$ cat config.mk
export PLATFORM = sky130hd
export DESIGN_NAME = hex_line_crc_checker_top
export DESIGN_NICKNAME = d
export VERILOG_FILES = /design/src/hdl/hlcc_pkg.sv /design/src/hdl/hlcc_front.sv /design/src/hdl/hlcc_queue.sv /design/src/hdl/hlcc_back.sv /design/src/hdl/hex_line_crc_checker_top.sv
export SDC_FILE = /design/constraint.sdc
export NUM_CORES = 1
export LEC_CHECK = 0
export BUFFER_PORTS_ARGS = -buffer_cell sky130_fd_sc_hd__buf_4
export CELL_PAD_IN_SITES_DETAIL_PLACEMENT = 1
export CELL_PAD_IN_SITES_GLOBAL_PLACEMENT = 1
export CORE_UTILIZATION = 56
export DETAILED_ROUTE_END_ITERATION = 16
export HOLD_SLACK_MARGIN = 0.03
export PLACE_DENSITY = 0.95
export SLEW_MARGIN = 30
export SYNTH_ARGS = -nofsm -noshare
export SYNTH_HDL_FRONTEND = slang
export SYNTH_SLANG_ARGS = --single-unit
$ cat constraint.sdc
create_clock -name i_clk -period 9.2 [get_ports i_clk]
set_clock_uncertainty 0.2 [all_clocks]
set_input_delay 1.84 -clock i_clk [delete_from_list [all_inputs] [get_ports i_clk]]
set_output_delay 1.84 -clock i_clk [all_outputs]
set_load 0.005 [all_outputs]
$ cat src/hdl/hlcc_pkg.sv
// ----------------------------------------------------------------------------
// hlcc_pkg
// Types, constants and functions of the hex line CRC checker.
// ----------------------------------------------------------------------------
`default_nettype none

package hlcc_pkg;

    localparam int          CRC_W            = 32;
    localparam logic [31:0] CRC_INIT         = 32'hFFFF_FFFF;
    localparam logic [31:0] CRC_POLY         = 32'h04C1_1DB7;
    localparam logic [31:0] CRC_TOP          = 32'h8000_0000;

    localparam logic [7:0]  CHAR_CR          = 8'h0D;
    localparam logic [7:0]  CHAR_ZERO        = 8'h30;
    localparam logic [7:0]  CHAR_NINE        = 8'h39;
    localparam logic [7:0]  CHAR_A           = 8'h41;
    localparam logic [7:0]  CHAR_F           = 8'h46;
    localparam logic [7:0]  HEX_ALPHA_OFFSET = 8'd10;

    localparam int          HELD_DEPTH       = 4;
    localparam int          QUEUE_DEPTH      = 4;
    localparam int          QUEUE_PTR_W      = $clog2(QUEUE_DEPTH);

    typedef enum logic [1:0] {
        TOK_BYTE = 2'd0,
        TOK_BAD  = 2'd1,
        TOK_EOL  = 2'd2
    } t_tok_kind;

    typedef struct packed {
        t_tok_kind  kind;
        logic [7:0] data;
    } t_tok;

    typedef struct packed {
        logic valid;
        t_tok tok;
    } t_tok_xfer;

    // {is_digit, value}
    function automatic logic [4:0] hex_digit(input logic [7:0] ch);
        logic [7:0] alpha;
        alpha = ch - CHAR_A + HEX_ALPHA_OFFSET;
        if (ch >= CHAR_ZERO && ch <= CHAR_NINE) begin
            return {1'b1, ch[3:0]};
        end else if (ch >= CHAR_A && ch <= CHAR_F) begin
            return {1'b1, alpha[3:0]};
        end
        return 5'd0;
    endfunction

    // MSB-first CRC-32 over one word, folded into an XOR network
    function automatic logic [31:0] crc_word(input logic [31:0] crc, input logic [31:0] w);
        logic [31:0] c;
        c = crc ^ w;
        for (int k = 0; k < CRC_W; k++) begin
            if ((c & CRC_TOP) != 32'd0) begin
                c = (c << 1) ^ CRC_POLY;
            end else begin
                c = c << 1;
            end
        end
        return c;
    endfunction

endpackage

`default_nettype wire

$ cat src/hdl/hlcc_front.sv
// ----------------------------------------------------------------------------
// hlcc_front
// Character front end: skips the character after a carriage return, pairs
// hex digits into byte tokens and makes a token of each non-hex character.
// ----------------------------------------------------------------------------
`default_nettype none

module hlcc_front
    import hlcc_pkg::*;
(
    input  wire logic       i_clk,
    input  wire logic       i_rst_n,
    input  wire logic       i_in_valid,
    input  wire logic [7:0] i_char_in,
    input  wire logic       i_queue_full,
    output t_tok_xfer       o_push
);

    logic       r_skip;
    logic       r_pend;
    logic [3:0] r_high;
    logic       n_skip;
    logic       n_pend;
    logic [3:0] n_high;
    logic       accept;
    logic [4:0] digit;

    assign accept = i_in_valid && !i_queue_full;
    assign digit  = hex_digit(i_char_in);

    always_comb begin
        n_skip          = r_skip;
        n_pend          = r_pend;
        n_high          = r_high;
        o_push.valid    = 1'b0;
        o_push.tok.kind = TOK_BAD;
        o_push.tok.data = 8'd0;
        if (accept) begin
            if (r_skip) begin
                n_skip = 1'b0;
            end else if (i_char_in == CHAR_CR) begin
                o_push.valid    = 1'b1;
                o_push.tok.kind = TOK_EOL;
                n_skip          = 1'b1;
                n_pend          = 1'b0;
                n_high          = 4'd0;
            end else if (!digit[4]) begin
                o_push.valid    = 1'b1;
                o_push.tok.kind = TOK_BAD;
            end else if (!r_pend) begin
                n_high = digit[3:0];
                n_pend = 1'b1;
            end else begin
                o_push.valid    = 1'b1;
                o_push.tok.kind = TOK_BYTE;
                o_push.tok.data = {r_high, digit[3:0]};
                n_pend          = 1'b0;
                n_high          = 4'd0;
            end
        end
    end

    always_ff @(posedge i_clk) begin
        if (!i_rst_n) begin
            r_skip <= 1'b0;
            r_pend <= 1'b0;
            r_high <= 4'd0;
        end else begin
            r_skip <= n_skip;
            r_pend <= n_pend;
            r_high <= n_high;
        end
    end

endmodule

`default_nettype wire

$ cat src/hdl/hlcc_queue.sv
// ----------------------------------------------------------------------------
// hlcc_queue
// Short token queue between the front end and the back end.
// ----------------------------------------------------------------------------
`default_nettype none

module hlcc_queue
    import hlcc_pkg::*;
(
    input  wire logic      i_clk,
    input  wire logic      i_rst_n,
    input  wire t_tok_xfer i_push,
    input  wire logic      i_pop,
    output logic           o_full,
    output t_tok_xfer      o_head
);

    t_tok                   r_slot [QUEUE_DEPTH];
    logic [QUEUE_PTR_W-1:0] r_wr_ptr;
    logic [QUEUE_PTR_W-1:0] r_rd_ptr;
    logic [QUEUE_PTR_W:0]   r_count;
    logic                   do_push;
    logic                   do_pop;

    assign o_full      = (r_count == (QUEUE_PTR_W+1)'(QUEUE_DEPTH));
    assign o_head.valid = (r_count != '0);
    assign o_head.tok   = r_slot[r_rd_ptr];
    assign do_push      = i_push.valid && !o_full;
    assign do_pop       = i_pop && o_head.valid;

    always_ff @(posedge i_clk) begin
        if (do_push) begin
            r_slot[r_wr_ptr] <= i_push.tok;
        end
    end

    always_ff @(posedge i_clk) begin
        if (!i_rst_n) begin
            r_wr_ptr <= '0;
            r_rd_ptr <= '0;
            r_count  <= '0;
        end else begin
            if (do_push) begin
                r_wr_ptr <= r_wr_ptr + 1'b1;
            end
            if (do_pop) begin
                r_rd_ptr <= r_rd_ptr + 1'b1;
            end
            case ({do_push, do_pop})
                2'b10:   r_count <= r_count + 1'b1;
                2'b01:   r_count <= r_count - 1'b1;
                default: r_count <= r_count;
            endcase
        end
    end

endmodule

`default_nettype wire

$ cat src/hdl/hlcc_back.sv
// ----------------------------------------------------------------------------
// hlcc_back
// Token back end: four-byte hold line, little-endian word packing, CRC-32
// update, line verdict and the output register.
// ----------------------------------------------------------------------------
`default_nettype none

module hlcc_back
    import hlcc_pkg::*;
(
    input  wire logic       i_clk,
    input  wire logic       i_rst_n,
    input  wire t_tok_xfer  i_head,
    output logic            o_pop,
    input  wire logic       i_out_stall,
    output logic            o_out_valid,
    output logic [7:0]      o_data_byte,
    output logic            o_is_verdict,
    output logic            o_line_ok
);

    logic [31:0] r_crc;
    logic [7:0]  r_held [HELD_DEPTH];
    logic [2:0]  r_held_count;
    logic [23:0] r_accum;
    logic [1:0]  r_fill;
    logic        r_hex_err;
    logic        r_out_valid;
    logic [7:0]  r_data;
    logic        r_verdict;
    logic        r_ok;

    logic [31:0] n_crc;
    logic [7:0]  n_held [HELD_DEPTH];
    logic [2:0]  n_held_count;
    logic [23:0] n_accum;
    logic [1:0]  n_fill;
    logic        n_hex_err;
    logic        n_out_valid;
    logic        n_load;
    logic [7:0]  n_data;
    logic        n_verdict;
    logic        n_ok;

    logic        take;
    logic [31:0] crc_in;
    logic [31:0] crc_next;
    logic [31:0] crc_final;
    logic [31:0] tail;

    assign take  = i_head.valid && (!r_out_valid || !i_out_stall);
    assign o_pop = take;

    assign crc_in    = (i_head.tok.kind == TOK_EOL) ? {8'd0, r_accum}
                                                     : {r_held[0], r_accum};
    assign crc_next  = crc_word(r_crc, crc_in);
    assign crc_final = (r_fill != 2'd0) ? crc_next : r_crc;
    assign tail      = {r_held[3], r_held[2], r_held[1], r_held[0]};

    always_comb begin
        n_crc        = r_crc;
        n_held       = r_held;
        n_held_count = r_held_count;
        n_accum      = r_accum;
        n_fill       = r_fill;
        n_hex_err    = r_hex_err;
        n_out_valid  = r_out_valid && i_out_stall;
        n_load       = 1'b0;
        n_data       = 8'd0;
        n_verdict    = 1'b0;
        n_ok         = 1'b0;
        if (take) begin
            unique case (i_head.tok.kind)
                TOK_BAD: begin
                    n_hex_err = 1'b1;
                end
                TOK_BYTE: begin
                    if (!r_held_count[2]) begin
                        n_held[r_held_count[1:0]] = i_head.tok.data;
                        n_held_count              = r_held_count + 3'd1;
                    end else begin
                        n_held[0]   = r_held[1];
                        n_held[1]   = r_held[2];
                        n_held[2]   = r_held[3];
                        n_held[3]   = i_head.tok.data;
                        n_out_valid = 1'b1;
                        n_load      = 1'b1;
                        n_data      = r_held[0];
                        case (r_fill)
                            2'd0: begin
                                n_accum[7:0] = r_held[0];
                                n_fill       = 2'd1;
                            end
                            2'd1: begin
                                n_accum[15:8] = r_held[0];
                                n_fill        = 2'd2;
                            end
                            2'd2: begin
                                n_accum[23:16] = r_held[0];
                                n_fill         = 2'd3;
                            end
                            default: begin
                                n_crc   = crc_next;
                                n_accum = 24'd0;
                                n_fill  = 2'd0;
                            end
                        endcase
                    end
                end
                TOK_EOL: begin
                    n_out_valid  = 1'b1;
                    n_load       = 1'b1;
                    n_verdict    = 1'b1;
                    n_ok         = !r_hex_err && r_held_count[2] && (tail == crc_final);
                    n_crc        = CRC_INIT;
                    n_held_count = 3'd0;
                    n_accum      = 24'd0;
                    n_fill       = 2'd0;
                    n_hex_err    = 1'b0;
                end
                default: begin
                    n_hex_err = r_hex_err;
                end
            endcase
        end
    end

    always_ff @(posedge i_clk) begin
        if (!i_rst_n) begin
            r_crc        <= CRC_INIT;
            r_held_count <= 3'd0;
            r_accum      <= 24'd0;
            r_fill       <= 2'd0;
            r_hex_err    <= 1'b0;
            r_out_valid  <= 1'b0;
        end else begin
            r_crc        <= n_crc;
            r_held_count <= n_held_count;
            r_accum      <= n_accum;
            r_fill       <= n_fill;
            r_hex_err    <= n_hex_err;
            r_out_valid  <= n_out_valid;
        end
    end

    always_ff @(posedge i_clk) begin
        r_held <= n_held;
        if (n_load) begin
            r_data    <= n_data;
            r_verdict <= n_verdict;
            r_ok      <= n_ok;
        end
    end

    assign o_out_valid  = r_out_valid;
    assign o_data_byte  = r_data;
    assign o_is_verdict = r_verdict;
    assign o_line_ok    = r_ok;

endmodule

`default_nettype wire

$ cat src/hdl/hex_line_crc_checker_top.sv
// ----------------------------------------------------------------------------
// hex_line_crc_checker_top
// Hex text line checker with CRC-32 verdict per line.
// ----------------------------------------------------------------------------
// Takes one character per cycle with no gaps of its own: the front end
// classifies the character in the cycle it is accepted and writes a token
// into a four-entry queue; the back end retires one token per cycle, while
// its output is empty or not stalled, into a single output register. Input
// stall rises only while the queue is full. Each line yields its data bytes
// four positions late and one verdict item at the carriage return; the
// character after it is skipped.
// ----------------------------------------------------------------------------
`default_nettype none

module hex_line_crc_checker_top
    import hlcc_pkg::*;
(
    input  wire logic       i_clk,
    input  wire logic       i_rst_n,
    input  wire logic       i_in_valid,
    output logic            o_in_stall,
    input  wire logic [7:0] i_char_in,
    output logic            o_out_valid,
    input  wire logic       i_out_stall,
    output logic [7:0]      o_data_byte,
    output logic            o_is_verdict,
    output logic            o_line_ok
);

    t_tok_xfer push;
    t_tok_xfer head;
    logic      queue_full;
    logic      pop;

    assign o_in_stall = queue_full;

    hlcc_front u_front (
        .i_clk        (i_clk),
        .i_rst_n      (i_rst_n),
        .i_in_valid   (i_in_valid),
        .i_char_in    (i_char_in),
        .i_queue_full (queue_full),
        .o_push       (push)
    );

    hlcc_queue u_queue (
        .i_clk   (i_clk),
        .i_rst_n (i_rst_n),
        .i_push  (push),
        .i_pop   (pop),
        .o_full  (queue_full),
        .o_head  (head)
    );

    hlcc_back u_back (
        .i_clk        (i_clk),
        .i_rst_n      (i_rst_n),
        .i_head       (head),
        .o_pop        (pop),
        .i_out_stall  (i_out_stall),
        .o_out_valid  (o_out_valid),
        .o_data_byte  (o_data_byte),
        .o_is_verdict (o_is_verdict),
        .o_line_ok    (o_line_ok)
    );

endmodule

`default_nettype wire

Word level (Yosys, flattened, before mapping)
Memory sizes are Yosys's and may differ from the RTL's. A register that Yosys moved wholly into a read port is not among the register bits.
Cells that the tools add are included.

storage, ports and cells
  register bits after elaboration = 118
  latch bits = 0
  bits in writable memories = 40
  bits in read-only memories = 0
  input bits = 12
  word-level logic and storage cells = 209
  memories kept = 1

cells by class
  add/subtract/negate cells = 7
  multipliers = 0
  divide/modulo/power cells = 0
  order comparisons = 6
  equality and inequality tests = 15
  shift operators = 0
  muxes and demuxes = 84
  bitwise gates (word level) = 35
  reduce and logical (&&, ||, !) cells = 39

memories
  memory          depth  width  rd ports  clocked after Yosys merged registers in  wr ports  line              source
  u_queue.r_slot  4      10     1         1                                        1         hlcc_queue.sv:18  t_tok r_slot [QUEUE_DEPTH];

operators with widths
  operator                                                         count
  27-bit 2-to-1 mux                                                32
  14-bit inverter                                                  32
  32-bit 2-to-1 mux                                                5
  32-bit one-hot mux with 2 select lines                           1
  24-bit one-hot mux with 2 select lines                           1
  8-bit one-hot mux with 2 select lines                            3
  11-bit 2-to-1 mux                                                3
  32-bit bitwise mux                                               1
  32-bit == test                                                   1
  32-bit XOR                                                       1
  24-bit 2-to-1 mux                                                1
  8-bit 2-to-1 mux                                                 3
  8-bit demux with 2-bit select                                    1
  4-bit AND reduction                                              4
  5-bit 2-to-1 mux                                                 3
  1-bit 2-to-1 mux                                                 14
  4-bit 2-to-1 mux                                                 3
  3-bit one-hot mux with 2 select lines                            2
  3-bit AND reduction                                              4
  1-bit logical AND                                                10
  2-bit inequality test, second input constant                     5
  2-bit nonzero test                                               5
  3-bit 2-to-1 mux                                                 3
  8-bit by 4-bit == test with 1-bit output, second input constant  1
  other kinds (28)                                                 47

Longest topological paths before layout
Gate-level depths: netlist of run 1.

  depth in word-level cells = 70
  gate-level depth with buffers = 18
  gate-level depth less buffers = 15

By module
Synthesis of run 1 repeated with hierarchy kept, for this count alone.

second synthesis, totals
  cells, all modules = 1010
  area, all modules = 11547.3 um^2

modules (own cells, without submodules)
  module      instances  cells each  area each (um^2)  seq. area each (um^2)
  hlcc_back   1          832         8944.8            2522.4
  hlcc_queue  1          104         1950.6            1381.3
  hlcc_front  1          74          651.9             120.1

Least setup slack after synthesis of run 1
OpenSTA, ideal clock, no wires.

  path kind = reg2reg
  start point = register with a tool-made name
  end point = register u_back.r_ok, in the netlist u_back.o_line_ok (data pin)
  setup time = 0.260 ns
  data arrival time = 5.249 ns
  data required time = 8.740 ns
  path slack = 3.491 ns
  cell stages (with the launch flop) = 17
  period minus slack after synthesis = 5.709 ns
  path through = dfxtp_1 -> clkbuf_1 -> mux4_2 -> ha_1 -> nor2b_1 -> buf_4 -> xnor3_2 -> xnor2_2 -> xnor2_4 -> xnor2_2 -> xor3_2 -> xnor3_2 -> xor2_1 -> mux2_2 -> o32a_1 -> o2111ai_1 -> nor4_2

RTL lines
  what                  line              source
  end signal, assigned  hlcc_back.sv:151  r_ok <= n_ok;
  end, declared         hlcc_back.sv:31   logic r_ok;

==> flow_summary.toml, run 1 <==
[floorplanning]
die_y_um = 144
pin_count = 24
start_util_pct = 57.7
die_area_um2 = 20800
die_w_um = 144
core_um2 = 19700
rows = 51

[synthesis]
synthTopCellsByArea = "edfxtp_1, dfxtp_1, xnor2_1"
synth_edf_count = 82
synth-main-ff-cell = "edfxtp_1"
synthDistinctLibCells = 69
synth-warning-count = 0
syn_inst = 1015
avgSynthCellArea_um2 = 11.2
yosys.area.top_type = "edfxtp_1"
async_flop_share_pct = 0
synth_fp_nets = 1047
ys_seq_elements = 160
synth_top_area_share_pct = 21.7
synth_area_um2 = 11300
yosysSeqAreaShare_pct = 35.5

[placed_design]
gp_congestion = 0.987
post_dp_cell_area_um2 = 11700
dp_hpwl_mm = 28.3
port_buffers = 23

[cts]
cts_setup_buffers = 0
htree_levels = 4
cts_tree = "built"
cts_resized = 0
clock_latency_ns = 0.45
root_buffer = "clkbuf_16"
cts.path.max_buffers = 2
cts_sinks = 160
clkTransAtPathRegs_ns = 0.07
cts_buffers = 17
cts_hold_buf = 0

[sta]
finalSetupViolCount = 0
slew_headroom_pct = 19.3
tightest_slew_ns = 1.20
drv_slew = 0
post-route-period-util_pct = 80.1
period_needed_ns = 7.37
rsz0062_at_grt = "no"
fmaxAchievable_ghz = 0.136
hold_viol_final = 0
hold_slack_ns = 0.292
fin_tns_setup_ns = 0

[worst_setup_path]
cp_max_fo = 25
crit_type = "reg -> reg"
cp.arrival_ns = 7.44
worstSetupEndpointType = "register"
cp-start-kind = "register"
reg2reg_slack_ns = 1.83
r2r_cells = 15
worstPathRequired_ns = 9.27
path_cells = "mux4_2 > ha_1 > buf_4 > nor2b_1 > xnor3_1 > xnor3_1 > xnor2_1 > xor2_1 > xnor3_1 > xnor2_1 > xnor2_1 > or3_1 > o2111ai_1 > or4_1 > nor4_2"
r2r_end = "u_back.o_line_ok$_SDFFCE_PN0P_"
critPathMaxStageDelay_ns = 0.90
crit_slowest_cell = "nor2b_1"

[detailed_routing]
dr.first_iter.drc_count = 1266
vias = 8848
routedWlPerCell_um = 35.0
drc = 0
antenna_left = 0
viasPerCell = 6.87
totalWireLength_mm = 45.1
dr.pass1.iters = 9

[finish]
design_area_um2 = 12400
drive_gt1_share_pct = 10.9
fill_cells = 1998
area_growth_pct = 9.05
layout.cells.most_common = "xnor2_1"
fin_nets = 1041
most-common-layout-cells = "xnor2_1, edfxtp_1, nand2_1, dfxtp_1, xor2_1"

[min_path]
hold_end = "u_front.r_high[1]$_SDFFE_PN0P_"
hold_path.class = "reg -> reg"
hp-start = "u_front.r_high[1]$_SDFFE_PN0P_"
whs_path_depth = 2

[global_routing]
grt_pass1_vias = 9503
track_usage_pct = 46.5
grt_max_degree = 46
grt_overflow_total = 0
antenna_found_initial = 2
grt_pass1_wl_mm = 66.1

[run]
maxCapViolations = 0

[status]
status = "completed"
[cells by family after synthesis]
logic type,count (synthesis),synth area share [%]
xor+xnor,333,36.9
simple gates,242,10.2
flops,160,35.5
compound gates,149,8.96
buf+inv,90,3.22
mux,21,2.97
fa+ha+maj,20,2.27
[state kept, by name (all words and copies together) (netlist names), named ones only]
signal	cells
u_back.r_accum	24
u_queue.r_slot	40
u_back.r_fill	2
u_back.o_out_valid	1
u_back.o_data_byte	8
u_back.o_is_verdict	1
u_back.r_held_count	3
u_queue.r_count	3
u_back.o_line_ok	1
u_queue.r_rd_ptr	2
u_back.r_hex_err	1
u_front.r_high	4
u_front.r_skip	1
u_back.r_held	32
u_back.r_crc	32
u_queue.r_wr_ptr	2
u_front.r_pend	1
[worst max-delay path by stage]
stage / from / end / slack (ns) / cells after the start
floorplan: register / u_back.o_line_ok$_SDFFCE_PN0P_ / 3.49 / 16
global placement: register / u_back.o_line_ok$_SDFFCE_PN0P_ / 2.57 / 15
detailed placement: register / u_back.o_line_ok$_SDFFCE_PN0P_ / 2.32 / 15
CTS: register / u_back.o_line_ok$_SDFFCE_PN0P_ / 2.18 / 15
global route: register / u_back.o_line_ok$_SDFFCE_PN0P_ / 1.71 / 15
finish: register / u_back.o_line_ok$_SDFFCE_PN0P_ / 1.83 / 15
[synthesized netlist by cell type, types with 3 or more instances]
cell type and number:
xnor2_1 164, edfxtp_1 82, dfxtp_1 78, nand2_1 78
xor2_1 75, nor2_1 53, xnor3_1 52, a21oi_1 44
clkbuf_1 36, inv_1 34, o22ai_1 34, nand3_1 30
a22o_1 24, nor2b_1 24, and2_1 21, ha_1 19
xor3_1 18, o21ai_0 11, xnor2_2 11, buf_2 10
mux2i_1 10, mux4_2 10, nor3_1 8, nand2b_1 7
and3_1 5, buf_1 5, o2111ai_1 5, buf_4 4
xnor3_2 4, a221oi_1 3, a22oi_1 3, nand3b_1 3
nor4_1 3, xnor2_4 3
[metal layers]
metal	part of all wire (%)	wire length (µm)	track usage, %	vias to the layer above
met4	8.3	3720	34.1	2
met2	46	20700	72.1	637
met3	12	5210	23.2	283
met5	0.027	12	0	-
met1	34	15400	48.7	4413
li1	-	-	-	3513
[critical path, delay by kind of cell, from the launching register on]
kind                       cells  cell delay [ns]
muxes                          1             0.62
buffers and inverters          1             0.22
AOI/OAI and AO/OA              1             0.11
xor gates and xnor gates       7             3.21
and+or+nand+nor                4             1.84
adders and majority gates      1             0.21
DFF                            1             0.75
[cell type report]
type | count | area (µm²) | area share, %
Multi-Input combinational cell | 765 | 7020 | 56.8
Sequential cell | 160 | 4020 | 32.5
Clock buffer | 18 | 429 | 3.47
Tap cell | 265 | 332 | 2.68
Timing Repair Buffer | 30 | 225 | 1.82
Clock inverter | 14 | 200 | 1.62
Inverter | 35 | 131 | 1.06
Antenna cell | 1 | 2.50 | 0.0202
[metrics by stage]
stage,worst slack (ns),utilization (%),std cells
final,1.83,62.9,1288
after global routing,1.71,62.9,1287
after CTS,2.18,62.6,1287
after detailed placement,2.32,59.4,1255
after global placement,2.57,59.4,1255
after floorplan,3.49,-,1015
Power of run 1 is left out: the tool's default activity adds up to more than one toggle a clock period on the data nets, which glitch-free logic cannot reach.
==> inputs of run 2 (changes only) <==
--- a/config.mk
+++ b/config.mk
@@ -5,13 +5,14 @@
 export SDC_FILE = /design/constraint.sdc
 export NUM_CORES = 1
 export LEC_CHECK = 0
+export ABC_AREA = 1
 export BUFFER_PORTS_ARGS = -buffer_cell sky130_fd_sc_hd__buf_4
 export CELL_PAD_IN_SITES_DETAIL_PLACEMENT = 1
 export CELL_PAD_IN_SITES_GLOBAL_PLACEMENT = 1
-export CORE_UTILIZATION = 56
+export CORE_UTILIZATION = 42
 export DETAILED_ROUTE_END_ITERATION = 16
 export HOLD_SLACK_MARGIN = 0.03
-export PLACE_DENSITY = 0.95
+export PLACE_DENSITY = 0.87
 export SLEW_MARGIN = 30
 export SYNTH_ARGS = -nofsm -noshare
 export SYNTH_HDL_FRONTEND = slang
==> constraint.sdc (replaced) <==
create_clock -name i_clk -period 6.48 [get_ports i_clk]
set_clock_uncertainty 0.2 [all_clocks]
set_input_delay 1.296 -clock i_clk [delete_from_list [all_inputs] [get_ports i_clk]]
set_output_delay 1.296 -clock i_clk [all_outputs]
set_load 0.005 [all_outputs]
==> run 2 against run 1 <==
Net effect:
- design area up 17%
- critical endpoint is now u_back.r_crc[5]$_SDFFE_PN1P_
- worst setup slack lost 1.4 ns
- routed wire length increased by 22%
- via count increased by 68%
- global-route usage is 13 points lower
- first-iteration DRC count fell by 7.3%
- final cell count up 97%
- sequential share of layout area fell by 4.8 points
- highest routed layer is now met4
- largest cell class unchanged
- synthesized area increased by 19%
==> flow_summary.toml, run 2 <==
[status]
status = "completed"

[synthesis]
synth_xor_area_share_pct = 3.92
synthTopCellsByArea = "nand2_1, edfxtp_1, dfxtp_1"
syn_inst = 2131
synth_commonest_cells = "nand2_1, nand3_1, inv_1, a21oi_1, nand2_2"
synth_top_area_share_pct = 24.4
async_flop_share_pct = 0
synth_top_family_by_area = "simple AND/OR/NAND/NOR gates"
yosys.area.top_type = "nand2_1"
synth_fp_nets = 2163
synth_fa_ha_area_share_pct = 1.91
synth_edf_count = 82
synth_area_um2 = 13500
synth.most_common_cell = "nand2_1"
ys_seq_elements = 160
muxShareOfSynthArea_pct = 0
synth-main-ff-cell = "edfxtp_1"
synthDistinctLibCells = 44
yosysSeqAreaShare_pct = 29.9
synth_compound_area_share_pct = 8.48
avgSynthCellArea_um2 = 6.32
synth-warning-count = 0
synth-simple-area-share_pct = 47.6

[finish]
seq_area_um2 = 4020
drive_gt1_share_pct = 10.9
reg_top3 = "u_queue.r_slot (40), u_back.r_crc (32), u_back.r_held (32)"
diodes = 0
layout.cells.most_common = "nand2_1"
most-common-layout-cells = "nand2_1, nand3_1, inv_1, a21oi_1, nand2_2"
fin_nets = 2157
largest_register_ffs = 40
fill_cells = 4298
area_growth_pct = 7.77
top_register = "u_queue.r_slot"
multi_input_area_um2 = 8360

[worst_setup_path]
r2r_cells = 29
reg2reg_slack_ns = 0.47
cp.arrival_ns = 6.10
r2r_end = "u_back.r_crc[5]$_SDFFE_PN1P_"
crit_slowest_cell = "o21ai_0"
cp_max_fo = 45
crit_type = "reg -> reg"
worstSetupEndpointType = "register"
critPathMaxStageDelay_ns = 0.50
worstPathRequired_ns = 6.57
cp_common_cell = "nand2_1"
crit_path_end = "u_back.r_crc[5]$_SDFFE_PN1P_"
cp-start-kind = "register"

[detailed_routing]
dr.first_iter.drc_count = 1174
totalWireLength_mm = 54.8
dr.pass1.iters = 5
antenna_left = 0
viasPerCell = 5.87
drc = 0
routedWlPerCell_um = 21.6
vias = 14900

[global_routing]
grt_max_degree = 48
track_usage_pct = 33.4
grt_pass1_vias = 14900
grt_overflow_total = 0
grt_pass1_wl_mm = 84.3
antenna_found_initial = 0

[min_path]
hold_path.class = "reg -> reg"

[cts]
clock_latency_ns = 0.44
cts_sinks = 160
cts_resized = 0
cts_setup_buffers = 0
cts_buffers = 17
cts_hold_buf = 0
cts_tree = "built"
root_buffer = "clkbuf_16"
clkTransAtPathRegs_ns = 0.07
htree_levels = 4
cts.path.max_buffers = 2

[sta]
drv_slew = 0
slew_headroom_pct = 35.4
period_needed_ns = 6.01
fin_tns_setup_ns = 0
rsz0062_at_grt = "no"
tightest_slew_ns = 0.968
hold_viol_final = 0
post-route-period-util_pct = 92.8
fmaxAchievable_ghz = 0.166
finalSetupViolCount = 0

[floorplanning]
core_um2 = 31600
pin_count = 24
start_util_pct = 42.7
die_y_um = 181
die_w_um = 181
die_area_um2 = 32800
rows = 65

[placed_design]
port_buffers = 23
gp_congestion = 1.00
dp_hpwl_mm = 43.2

[run]
maxCapViolations = 0
==> run 2: worst max-delay path: cells and delay by family, from the launching register on <==
family	cells	cell delay (ns)
DFF	1	0.32
and+or+nand+nor	22	3.13
adders and majority gates	1	0.45
AOI/OAI and AO/OA	2	0.80
buffers and inverters	4	0.93
==> run 2: metal layers <==
| layer | share of wire, % | up-vias | global-route usage, % | routed length, µm |
|---|---|---|---|---|
| li1 | - | 6900 | - | - |
| met1 | 39 | 7274 | 39.3 | 21600 |
| met2 | 47 | 562 | 57.2 | 26000 |
| met3 | 6.0 | 168 | 4.15 | 3290 |
| met4 | 7.1 | 0 | 22.0 | 3890 |
| met5 | 0 | - | 0 | 0 |
==> run 2: through the flow <==
stage	utilization, %	std cells	hold WS, ns	cell area (µm²)	worst slack, ns
2_1_floorplan	-	2131	0.236	13500	2.45
3_3_place_gp	44.0	2508	0.249	13900	1.06
3_5_place_dp	44.0	2508	0.271	13900	0.721
4_1_cts	46.0	2540	0.284	14500	0.666
5_1_grt	46.0	2540	0.306	14500	0.210
6_report	46.0	2540	0.282	14500	0.466
==> run 2: worst min-delay path by stage <==
| stage | startpoint | slack (ns) | cells after the start | to |
|---|---|---|---|---|
| global placement | u_queue.r_rd_ptr[1]$_SDFFE_PN0P_ | 0.25 | 2 | register |
| floorplan | u_queue.r_rd_ptr[1]$_SDFFE_PN0P_ | 0.24 | 2 | register |
| global route | u_queue.r_rd_ptr[0]$_SDFFE_PN0P_ | 0.31 | 1 | u_queue.r_rd_ptr[0]$_SDFFE_PN0P_ |
| CTS | u_back.r_accum[2]$_SDFFE_PN0P_ | 0.28 | 2 | u_back.r_accum[2]$_SDFFE_PN0P_ |
| detailed placement | u_front.r_high[1]$_SDFFE_PN0P_ | 0.27 | 2 | u_front.r_high[1]$_SDFFE_PN0P_ |
| finish | u_back.r_accum[7]$_SDFFE_PN0P_ | 0.28 | 2 | u_back.r_accum[7]$_SDFFE_PN0P_ |
==> run 2: layout make-up <==
type / instances / area share, %
multi-input cells: 1707 / 57.6
inverters: 209 / 5.46
repair buffers: 30 / 1.55
clock buffers: 19 / 2.98
well taps: 402 / 3.47
clock inverters: 13 / 1.22
flip-flops and latches: 160 / 27.7
==> run 2: cells by family after synthesis <==
logic type / count (synthesis)
AOI/OAI and AO/OA: 202
xor gates and xnor gates: 57
adders and majority gates: 20
buffers and inverters: 264
DFF: 160
and+or+nand+nor: 1428
Power of run 2 is left out for the same reason.
